--- src/rtl/lrsp_pkg.sv ---
// ----------------------------------------------------------------------------
// Life rule string parser package
// Shared types, phase codes and character constants for the rule parser.
// ----------------------------------------------------------------------------
`default_nettype none

package lrsp_pkg;

    localparam int unsigned CharWidth  = 8;
    localparam int unsigned BirthWidth = 8;
    localparam int unsigned SurvWidth  = 9;
    localparam int unsigned CountWidth = 5;
    localparam int unsigned StateField = 4;
    localparam int unsigned WordWidth  = SurvWidth + BirthWidth + StateField;

    localparam logic [CharWidth-1:0]  CharZero  = 8'h30;
    localparam logic [CharWidth-1:0]  CharOne   = 8'h31;
    localparam logic [CharWidth-1:0]  CharEight = 8'h38;
    localparam logic [CharWidth-1:0]  CharNine  = 8'h39;
    localparam logic [CharWidth-1:0]  CharSlash = 8'h2F;
    localparam logic [CharWidth-1:0]  CharS     = 8'h53;
    localparam logic [CountWidth-1:0] CountMin  = 5'd2;
    localparam logic [CountWidth-1:0] CountMax  = 5'd17;
    localparam logic [CountWidth-1:0] CountSat  = 5'd31;

    // Depth of the result buffer that decouples the two channels.
    localparam int unsigned BufDepth = 2;

    typedef enum logic [2:0] {
        PH_FIRST   = 3'd0,
        PH_BIRTH   = 3'd1,
        PH_SEP_S   = 3'd2,
        PH_SURVIVE = 3'd3,
        PH_COUNT   = 3'd4
    } phase_t;

    typedef struct packed {
        logic [CharWidth-1:0] char_code;
        logic                 last_char;
    } char_item_t;

    typedef struct packed {
        logic                 rule_ok;
        logic [WordWidth-1:0] rule_word;
    } verdict_item_t;

    typedef struct packed {
        phase_t                phase;
        logic [BirthWidth-1:0] birth_mask;
        logic [SurvWidth-1:0]  survive_mask;
        logic [CountWidth-1:0] count_value;
        logic                  count_seen;
        logic                  bad_flag;
    } parse_state_t;

    localparam parse_state_t StateReset = '{
        phase:        PH_FIRST,
        birth_mask:   '0,
        survive_mask: '0,
        count_value:  '0,
        count_seen:   1'b0,
        bad_flag:     1'b0
    };

endpackage

`default_nettype wire

--- src/rtl/life_rule_string_parser.sv ---
// ----------------------------------------------------------------------------
// Life rule string parser
// Parses B.../S.../N rule strings one character per request into a rule word.
// ----------------------------------------------------------------------------
// The parser takes one character per clock cycle while char_stall is low and
// gives one verdict when the character marked as last arrives. A character is
// captured in an input register; the step logic updates the parse state from
// it as it leaves that register, and on the last character the verdict enters
// the result buffer (two entries by default), from which the consumer takes
// it when verdict_stall is low. The sustained rate is one character per cycle
// while the input is not stalled, set by the single parse-state update that
// each character needs. The input side stalls only when a last character
// waits in the input register and the result buffer is full; plain characters
// never wait for the result side. The first character of each string is
// skipped (it is taken to be B). A valid verdict carries the survive mask in
// bits 0-8, the birth mask in bits 9-16 (digit d at bit d + 8) and the state
// count minus two in bits 17-20; an invalid one carries a zero word. After
// each verdict the parser is ready for a new string.
// ----------------------------------------------------------------------------
`default_nettype none

module life_rule_string_parser
    import lrsp_pkg::*;
#(
    parameter int unsigned BUF_DEPTH = BufDepth
)
(
    input  wire                clk,
    input  wire                rst_n,
    input  wire                char_valid,
    output logic               char_stall,
    input  wire char_item_t    char_item,
    output logic               verdict_valid,
    input  wire                verdict_stall,
    output verdict_item_t      verdict_item
);

    // Input register: one captured request waiting for the step logic.
    logic          in_valid_reg;
    logic          in_valid_next;
    char_item_t    in_item_reg;

    // Parse state carried from character to character.
    parse_state_t  state_reg;
    parse_state_t  state_next;

    verdict_item_t step_verdict;
    logic          buf_full;
    logic          advance;
    logic          push;
    logic          accept;

    // A captured character moves on unless it closes a string and the
    // result buffer has no room for its verdict.
    assign advance    = in_valid_reg && !(in_item_reg.last_char && buf_full);
    assign push       = advance && in_item_reg.last_char;
    assign char_stall = in_valid_reg && !advance;
    assign accept     = char_valid && !char_stall;

    always_comb
    begin
        in_valid_next = in_valid_reg;
        if (advance)
        begin
            in_valid_next = 1'b0;
        end
        if (accept)
        begin
            in_valid_next = 1'b1;
        end
    end

    lrsp_step u_step (
        .state      (state_reg),
        .item       (in_item_reg),
        .state_next (state_next),
        .verdict    (step_verdict)
    );

    always_ff @(posedge clk or negedge rst_n)
    begin
        if (!rst_n)
        begin
            in_valid_reg <= 1'b0;
            state_reg    <= StateReset;
        end
        else
        begin
            in_valid_reg <= in_valid_next;
            if (advance)
            begin
                state_reg <= state_next;
            end
        end
    end

    always_ff @(posedge clk)
    begin
        if (accept)
        begin
            in_item_reg <= char_item;
        end
    end

    lrsp_obuf #(
        .DEPTH (BUF_DEPTH)
    ) u_obuf (
        .clk           (clk),
        .rst_n         (rst_n),
        .push          (push),
        .push_item     (step_verdict),
        .full          (buf_full),
        .verdict_valid (verdict_valid),
        .verdict_stall (verdict_stall),
        .verdict_item  (verdict_item)
    );

    // A string always closes with the parser back at its start.
    assert property (@(posedge clk) disable iff (!rst_n)
                     push |=> state_reg == StateReset)
        else $error("parse state not cleared after verdict");
    // Invalid verdicts carry a zero word.
    assert property (@(posedge clk) disable iff (!rst_n)
                     (verdict_valid && !verdict_item.rule_ok) |-> verdict_item.rule_word == '0)
        else $error("invalid verdict with nonzero rule word");
    // Stalls come only from a closing character facing a full buffer.
    assert property (@(posedge clk) disable iff (!rst_n)
                     char_stall |-> (in_item_reg.last_char && buf_full))
        else $error("input stalled without cause");
    // The error flag is sticky until the string closes.
    assert property (@(posedge clk) disable iff (!rst_n)
                     (state_reg.bad_flag && !(advance && in_item_reg.last_char))
                     |=> state_reg.bad_flag)
        else $error("error flag dropped inside a string");

endmodule

`default_nettype wire

--- src/rtl/lrsp_step.sv ---
// ----------------------------------------------------------------------------
// Rule parser step
// Next-state and verdict logic for one character of the rule string.
// ----------------------------------------------------------------------------
`default_nettype none

module lrsp_step
    import lrsp_pkg::*;
(
    input  wire parse_state_t  state,
    input  wire char_item_t    item,
    output parse_state_t       state_next,
    output verdict_item_t      verdict
);

    parse_state_t            consumed;
    logic [CharWidth-1:0]    c;
    logic [CharWidth-1:0]    off_one;
    logic [CharWidth-1:0]    off_zero;
    logic [9:0]              count_sum;
    logic                    ok;
    logic [CountWidth-1:0]   states_m2;

    assign c        = item.char_code;
    assign off_one  = c - CharOne;
    assign off_zero = c - CharZero;
    // Worst case is 31 * 10 + 9, which fits in ten bits.
    assign count_sum = ({5'd0, state.count_value} * 10'd10) + {6'd0, off_zero[3:0]};

    always_comb
    begin
        consumed = state;
        if (!state.bad_flag)
        begin
            case (state.phase)
                PH_FIRST:
                begin
                    consumed.phase = PH_BIRTH;
                end
                PH_BIRTH:
                begin
                    if (c >= CharOne && c <= CharEight)
                    begin
                        consumed.birth_mask[off_one[2:0]] = 1'b1;
                    end
                    else if (c == CharSlash && state.birth_mask != '0)
                    begin
                        consumed.phase = PH_SEP_S;
                    end
                    else
                    begin
                        consumed.bad_flag = 1'b1;
                    end
                end
                PH_SEP_S:
                begin
                    if (c == CharS)
                    begin
                        consumed.phase = PH_SURVIVE;
                    end
                    else
                    begin
                        consumed.bad_flag = 1'b1;
                    end
                end
                PH_SURVIVE:
                begin
                    if (c >= CharZero && c <= CharEight)
                    begin
                        consumed.survive_mask[off_zero[3:0]] = 1'b1;
                    end
                    else if (c == CharSlash)
                    begin
                        consumed.phase = PH_COUNT;
                    end
                    else
                    begin
                        consumed.bad_flag = 1'b1;
                    end
                end
                PH_COUNT:
                begin
                    if (c >= CharZero && c <= CharNine)
                    begin
                        consumed.count_value = (count_sum > {5'd0, CountSat}) ?
                                               CountSat : count_sum[CountWidth-1:0];
                        consumed.count_seen  = 1'b1;
                    end
                    else
                    begin
                        consumed.bad_flag = 1'b1;
                    end
                end
                default:
                begin
                    consumed.bad_flag = 1'b1;
                end
            endcase
        end
    end

    always_comb
    begin
        ok        = 1'b0;
        states_m2 = '0;
        if (!consumed.bad_flag && consumed.birth_mask != '0)
        begin
            if (consumed.phase == PH_SURVIVE)
            begin
                ok = 1'b1;
            end
            else if (consumed.phase == PH_COUNT && consumed.count_seen &&
                     consumed.count_value >= CountMin && consumed.count_value <= CountMax)
            begin
                ok        = 1'b1;
                states_m2 = consumed.count_value - CountMin;
            end
        end
    end

    assign verdict.rule_ok   = ok;
    assign verdict.rule_word = ok ? {states_m2[StateField-1:0], consumed.birth_mask,
                                     consumed.survive_mask} : '0;

    // The final character closes the string and the parser starts over.
    assign state_next = item.last_char ? StateReset : consumed;

endmodule

`default_nettype wire

--- src/rtl/lrsp_obuf.sv ---
// ----------------------------------------------------------------------------
// Rule parser result buffer
// Small register FIFO that holds verdicts until the consumer takes them.
// ----------------------------------------------------------------------------
`default_nettype none

module lrsp_obuf
    import lrsp_pkg::*;
#(
    parameter int unsigned DEPTH = BufDepth
)
(
    input  wire                clk,
    input  wire                rst_n,
    input  wire                push,
    input  wire verdict_item_t push_item,
    output logic               full,
    output logic               verdict_valid,
    input  wire                verdict_stall,
    output verdict_item_t      verdict_item
);

    localparam int unsigned PtrWidth = (DEPTH > 1) ? $clog2(DEPTH) : 1;
    localparam int unsigned CntWidth = $clog2(DEPTH + 1);

    verdict_item_t         entry_reg [DEPTH];
    logic [PtrWidth-1:0]   wr_ptr_reg;
    logic [PtrWidth-1:0]   wr_ptr_next;
    logic [PtrWidth-1:0]   rd_ptr_reg;
    logic [PtrWidth-1:0]   rd_ptr_next;
    logic [CntWidth-1:0]   count_reg;
    logic [CntWidth-1:0]   count_next;
    logic                  pop;

    assign full          = (count_reg == CntWidth'(DEPTH));
    assign verdict_valid = (count_reg != '0);
    assign verdict_item  = entry_reg[rd_ptr_reg];
    assign pop           = verdict_valid && !verdict_stall;

    always_comb
    begin
        wr_ptr_next = wr_ptr_reg;
        rd_ptr_next = rd_ptr_reg;
        if (push)
        begin
            wr_ptr_next = (wr_ptr_reg == PtrWidth'(DEPTH - 1)) ? '0 : wr_ptr_reg + 1'b1;
        end
        if (pop)
        begin
            rd_ptr_next = (rd_ptr_reg == PtrWidth'(DEPTH - 1)) ? '0 : rd_ptr_reg + 1'b1;
        end
        count_next = count_reg + CntWidth'(push) - CntWidth'(pop);
    end

    always_ff @(posedge clk or negedge rst_n)
    begin
        if (!rst_n)
        begin
            wr_ptr_reg <= '0;
            rd_ptr_reg <= '0;
            count_reg  <= '0;
        end
        else
        begin
            wr_ptr_reg <= wr_ptr_next;
            rd_ptr_reg <= rd_ptr_next;
            count_reg  <= count_next;
        end
    end

    always_ff @(posedge clk)
    begin
        if (push)
        begin
            entry_reg[wr_ptr_reg] <= push_item;
        end
    end

    assert property (@(posedge clk) disable iff (!rst_n) count_reg <= CntWidth'(DEPTH))
        else $error("result buffer count out of range");
    assert property (@(posedge clk) disable iff (!rst_n) full |-> !push)
        else $error("push into a full result buffer");
    assert property (@(posedge clk) disable iff (!rst_n)
                     (push && !pop) |=> count_reg == $past(count_reg) + 1'b1)
        else $error("result buffer count did not grow on push");

endmodule

`default_nettype wire
--- config.mk ---
export PLATFORM = sky130hd
export DESIGN_NAME = life_rule_string_parser
export DESIGN_NICKNAME = d
export VERILOG_FILES = /design/src/rtl/lrsp_pkg.sv /design/src/rtl/life_rule_string_parser.sv /design/src/rtl/lrsp_step.sv /design/src/rtl/lrsp_obuf.sv
export SDC_FILE = /design/constraint.sdc
export NUM_CORES = 1
export LEC_CHECK = 0
export BUFFER_PORTS_ARGS = -buffer_cell sky130_fd_sc_hd__buf_2
export CAP_MARGIN = 20
export CORE_MARGIN = 4
export CORE_UTILIZATION = 48
export CTS_BUF_LIST = sky130_fd_sc_hd__clkbuf_4 sky130_fd_sc_hd__clkbuf_8
export DETAILED_ROUTE_END_ITERATION = 12
export HOLD_SLACK_MARGIN = 0.02
export PLACE_DENSITY = 0.66
export SYNTH_ARGS = -nofsm -noshare
export SYNTH_HDL_FRONTEND = slang
export SYNTH_HIERARCHICAL = 1
export SYNTH_SLANG_ARGS = --single-unit
--- constraint.sdc ---
create_clock -name clk -period 10.6 [get_ports clk]
set_input_delay 2.12 -clock clk [delete_from_list [all_inputs] [get_ports clk]]
set_output_delay 2.12 -clock clk [all_outputs]
set_load 0.01 [all_outputs]
==> flow_summary_export.csv, run 1 <==
group,metric,value,unit
status,status,"complete, no violations",
synthesis,synth.largest_area_cell,"edfxtp_1",
floorplanning,die_h,103,µm
sta,hold_violations,0,
sta,finalSetupViolCount,0,
cells_and_area,fill_cells,776,
power_and_ir_drop,p_sw_frac,0.302,
power_and_ir_drop,comb_power_share,0.243,
global_routing,grt_pass1_wl,13700,µm
sta,slew_headroom,0.270,
sta,fin_crit_sh,0.385,
cts,cts-root-buf,"clkbuf_8",
route,routed_wl,8260,µm
route,routed_via_density,5.77,
synthesis,async_reset_ff_frac,0.376,
power_and_ir_drop,p_total,0.000883,W
route,route.vias.total,2881,
cts,htreeDepth,3,
sta,fin_tns_setup,0,ns
min_path,min_path_type,"reg -> reg",
global_routing,grt_pass1_vias,2810,
synthesis,yosys.cell_types.count,51,
critical_path,worstSetupPathType,"reg -> reg",
cts,clkLatencyLatePin,0.36,ns
synthesis,synth_seq_cells,85,
critical_path,critical_path.endpoint_type,"flop",
global_routing,antenna_found_initial,0,
placement,dpl.hpwl,5570,µm
synthesis,avgSynthCellArea,12.4,µm²
route,drt_pass1_iterations,5,
route,drtAntennaViolNets,0,
floorplanning,rows,34,
synthesis,syn-cell-area,4330,µm²
synthesis,synth-seq-area-share,0.553,
route,drt_iter0_drc,191,
cells_and_area,register_area,2390,µm²
critical_path,required,10.66,ns
placement,place.gp.congestion,0.885,
global_routing,track_usage,0.169,
sta,fmax,245,MHz
floorplanning,core,8760,µm²
global_routing,grt-ovfl-total,0,
cts,cts_resized,0,
global_routing,grt_max_degree,33,
critical_path,r2r-start,"state_reg[3]",
sta,rsz0062_at_grt,"no",
cts,path_clk_slew,0.08,ns
cts,cts.sinks,85,
power_and_ir_drop,vdd_drop_max,0.0000742,V
synthesis,synthTopCellsByArea,"edfxtp_1 37%, dfrtp_1 19%, mux2_2 12%",
cts,cts_tree,"done",
synthesis,yosysTopAreaCellShare,0.368,
cells_and_area,layout_common_cells,"53 x edfxtp_1, 48 x mux2_2, 47 x nor2_1",
power_and_ir_drop,cellPowerDensity,184,nW/µm²
placement,portBuffers,36,
floorplanning,dieArea,10600,µm²
power_and_ir_drop,seq_power_share,0.498,
cts,cts_setup_buffers,0,
synthesis,synth_edf_count,53,
flow_run,maxCapViolations,0,
synthesis,synth_fp_nets,380,
synthesis,synth_ff_type,"edfxtp_1",
cells_and_area,largest_reg_flops,44,
min_path,min_from,"u_obuf/wr_ptr_reg",
sta,worstMarginPinSlew,1.09,ns
floorplanning,initial_core_util,0.494,
cells_and_area,diodes,0,
cells_and_area,nets,416,
route,drc,0,
sta,final-max-slew-violation-count,0,
sta,fin_crit,4.09,ns
power_and_ir_drop,clock_power_share,0.259,
power_and_ir_drop,p_int,0.000616,W
power_and_ir_drop,p_leak,1.92,nW
cells_and_area,multi_input_area,1790,µm²
sta,skew,0.0118,ns
route,wire_per_inst,16.6,µm
floorplanning,io_pins,37,
power_and_ir_drop,p_sw,0.000267,W
critical_path,cp-start-kind,"flop",
synthesis,synth_cells,350,
cells_and_area,drive_gt1_frac,0.281,
floorplanning,die_w,103,µm
cts,clock_path_buffers,2,
cells_and_area,area_growth,10.8,%
critical_path,worstPathArrival,4.15,ns
critical_path,startpoint,"state_reg[3]",
synthesis,ys_warn_count,6,
cells_and_area,final_common_cell,"edfxtp_1",
cts,cts_buffers,9,
cts,postCtsHoldBufs,0,
critical_path,worstPathMaxFanout,18,
final timing paths:
check	end	slack (ns)	cells after the start
setup / recovery	u_obuf/entry_reg[1][9]	6.51	9
hold / removal	u_obuf/wr_ptr_reg	0.50	1
setup reg to reg	u_obuf/entry_reg[1][9]	6.51	9
hold reg to reg	u_obuf/wr_ptr_reg	0.50	1
max in group asynchronous	state_reg[5]	8.30	1
min in group asynchronous	state_reg[23]	1.82	1
power groups by stage:
stage               sequential, W  combinational [W]  clock, W
floorplan                0.000423           0.000175         0
global placement         0.000447           0.000207         0
detailed placement       0.000449           0.000213         0
CTS                      0.000442           0.000214  0.000235
global route             0.000449           0.000238  0.000248
finish                   0.000440           0.000215  0.000229
layout make-up:
class | count | share of cell area
Timing Repair Buffer | 39 | 0.0480
Sequential cell | 85 | 0.499
Tap cell | 108 | 0.0282
Multi-Input combinational cell | 238 | 0.374
Clock buffer | 9 | 0.0258
Clock inverter | 7 | 0.0151
Inverter | 13 | 0.0102
per-stage QoR:
step / instance area [µm²] / std cells / hold slack, ns / setup slack [ns] / util
4_1_cts: 4770 / 498 / 0.506 / 6.49 / 0.544
6_report: 4800 / 499 / 0.499 / 6.51 / 0.547
5_1_grt: 4800 / 499 / 0.521 / 6.29 / 0.547
3_5_place_dp: 4570 / 482 / 0.493 / 6.56 / 0.522
2_1_floorplan: 4330 / 350 / 0.453 / 7.07 / -
3_3_place_gp: 4560 / 481 / 0.486 / 6.76 / 0.520
critical path: stages, from the launching register on:
cell     delay [ns]
dfrtp_1        0.49
ha_1           0.34
ha_1           0.23
fa_1           0.46
or3_1          0.35
a32oi_1        0.56
a31oi_1        0.25
xor2_1         0.24
a21oi_2        0.70
nor3_1         0.17
synth_stat cells (4+ instances only):
cell type / number
a31oi_1: 5
xor2_1: 5
nand2b_1: 5
inv_1: 13
nor3_1: 23
edfxtp_1: 53
nor2b_1: 7
xnor2_1: 6
a21oi_1: 20
nor4_1: 5
ha_1: 15
clkbuf_1: 6
mux2_2: 48
nor2_1: 47
dfrtp_1: 32
a311oi_1: 4
kinds of logic after synthesis:
logic type,synth area share
AOI/OAI and AO/OA,0.0792
and+or+nand+nor,0.132
adders and majority gates,0.0526
muxes,0.128
buffers and inverters,0.0333
DFF,0.553
xor gates and xnor gates,0.0223
metal layers:
layer	wire length [µm]	track usage	vias to the layer above
li1	-	-	1369
met1	3810	0.229	1406
met2	3870	0.263	96
met3	466	0.0426	10
met4	112	0.0588	0
met5	0	0	-
(Power assumes the default switching activity.)
==> inputs of run 2 (changes only) <==
Settings changed: PLACE_DENSITY 0.66 to 0.69.
Clock period 10.6 ns to 3.59 ns, I/O delays scaled along.
==> flow_summary_export.csv, run 2 (synthesis results as in run 1) <==
group,metric,value,unit
sta,setup_slack,0.162,ns
cells_and_area,fin_cells,503,
placement,dp_cells,486,
flow_run,maxCapViolations,0,
cts,cts.sinks,85,
critical_path,crit_slowest_cell,"dfrtp_1",
critical_path,rr_endpoint,"u_obuf/entry_reg[0][6]",
cts,cts_tree,"done",
power_and_ir_drop,vdd_drop_max,0.000191,V
cts,cts_buffers,9,
sta,skew,0.0170,ns
route,drt_pass1_iterations,4,
critical_path,critical_path.endpoint_type,"flop",
cells_and_area,fill_cells,743,
cells_and_area,diodes,0,
critical_path,r2r-start,"state_reg[3]",
cts,cts-root-buf,"clkbuf_8",
global_routing,grt_pass1_vias,2730,
power_and_ir_drop,cellPowerDensity,540,nW/µm²
global_routing,antenna_found_initial,0,
cells_and_area,multi_input_area,1820,µm²
power_and_ir_drop,p_total,0.00262,W
sta,slew_headroom,0.338,
cells_and_area,final_common_cell,"edfxtp_1",
power_and_ir_drop,p_leak,1.94,nW
cells_and_area,register_area,2390,µm²
critical_path,startpoint,"state_reg[3]",
floorplanning,dieArea,10600,µm²
cts,clkLatencyLatePin,0.36,ns
critical_path,worstPathMaxFanout,18,
critical_path,crit_path_cell_trace,"ha_1 > ha_1 > fa_1 > or3_1 > a32oi_2 > a41oi_1 > xor2_1 > a21oi_2 > buf_4 > nor3_1",
cells_and_area,area_growth,11.9,%
floorplanning,core,8760,µm²
route,drtAntennaViolNets,0,
critical_path,cp-start-kind,"flop",
sta,finalSetupViolCount,0,
sta,hold_violations,0,
cts,cts_setup_buffers,0,
placement,portBuffers,36,
sta,final-max-slew-violation-count,0,
route,drt_iter0_drc,129,
placement,place.gp.congestion,0.884,
global_routing,grt-ovfl-total,0,
floorplanning,die_h,103,µm
sta,fin_crit,3.43,ns
route,routed_wl,8170,µm
cts,clock_path_buffers,2,
critical_path,rr_worst_depth,10,
critical_path,required,3.75,ns
critical_path,worstSetupPathType,"reg -> reg",
critical_path,worstPathArrival,3.58,ns
sta,worstMarginPinSlew,0.993,ns
cts,htreeDepth,3,
critical_path,cp_common_cell,"ha_1",
cells_and_area,drive_gt1_frac,0.304,
sta,fmax,292,MHz
placement,dpl.hpwl,5530,µm
floorplanning,initial_core_util,0.494,
min_path,min_path_type,"in -> async",
route,wire_per_inst,16.2,µm
critical_path,endpoint,"u_obuf/entry_reg[0][6]",
cells_and_area,largest_reg_flops,44,
status,status,"complete, no violations",
global_routing,grt_pass1_wl,13600,µm
cells_and_area,utilization,0.553,
cells_and_area,nets,420,
cts,path_clk_slew,0.10,ns
sta,fin_crit_sh,0.955,
route,routed_via_density,5.69,
floorplanning,rows,34,
global_routing,track_usage,0.166,
critical_path,r2r_setup_slack,0.16,ns
route,drc,0,
floorplanning,io_pins,37,
floorplanning,die_w,103,µm
cells_and_area,layout_common_cells,"53 x edfxtp_1, 48 x mux2_2, 47 x nor2_1",
sta,fin_tns_setup,0,ns
global_routing,grt_max_degree,33,
critical_path,cpPeakStageDelay,0.48,ns
placement,place_ws,0.137,ns
route,route.vias.total,2862,
==> run 2: how the worst min path moves through the flow <==
stage / from / to / slack (ns) / cells after the start
after global placement: u_obuf/wr_ptr_reg / u_obuf/wr_ptr_reg / 0.49 / 1
after floorplan: rst_n / in_valid_reg / 0.42 / 0
final: rst_n / state_reg[21] / 0.39 / 1
after detailed placement: u_obuf/wr_ptr_reg / u_obuf/wr_ptr_reg / 0.49 / 1
after global routing: rst_n / state_reg[21] / 0.45 / 1
after CTS: rst_n / state_reg[21] / 0.42 / 1
==> run 2: what timing repair did <==
item | in CTS | in global routing
resized for setup | 0 | 5
setup endpoints to repair | 0 | 38
hold buffers | 0 | 0
==> run 2: metrics by stage <==
step	instance area [µm²]	hold WS, ns
after floorplan	4330	0.422
after detailed placement	4590	0.491
final	4840	0.389
after global routing	4840	0.448
after global placement	4590	0.485
after CTS	4800	0.422
==> run 2: power by group <==
group	total [W]	switching (W)	internal [W]
Combinational	0.000622	0.000310	0.000313
Sequential	0.00130	0.000123	0.00117
Clock	0.000697	0.000366	0.000331
Total	0.00262	0.000799	0.00182
==> run 2: final cells by class <==
class	count	area share
clock inverters	7	0.0168
multi-input cells	238	0.376
well taps	108	0.0279
inverters	13	0.0101
repair buffers	43	0.0496
clock buffers	9	0.0256
flip-flops and latches	85	0.494
==> run 2: routing by layer <==
metal	global-route usage	share of wire	up-vias
met5	0	0	-
li1	-	-	1375
met3	0.0386	0.056	11
met4	0.0548	0.015	0
met2	0.252	0.47	79
met1	0.236	0.46	1397
==> run 2: critical path, delay by kind of cell, from the launching register on <==
kind | cells | cell delay (ns)
fa+ha+maj | 3 | 1.08
simple gates | 2 | 0.64
compound gates | 3 | 0.59
flops | 1 | 0.48
xor+xnor | 1 | 0.24
buf+inv | 1 | 0.20
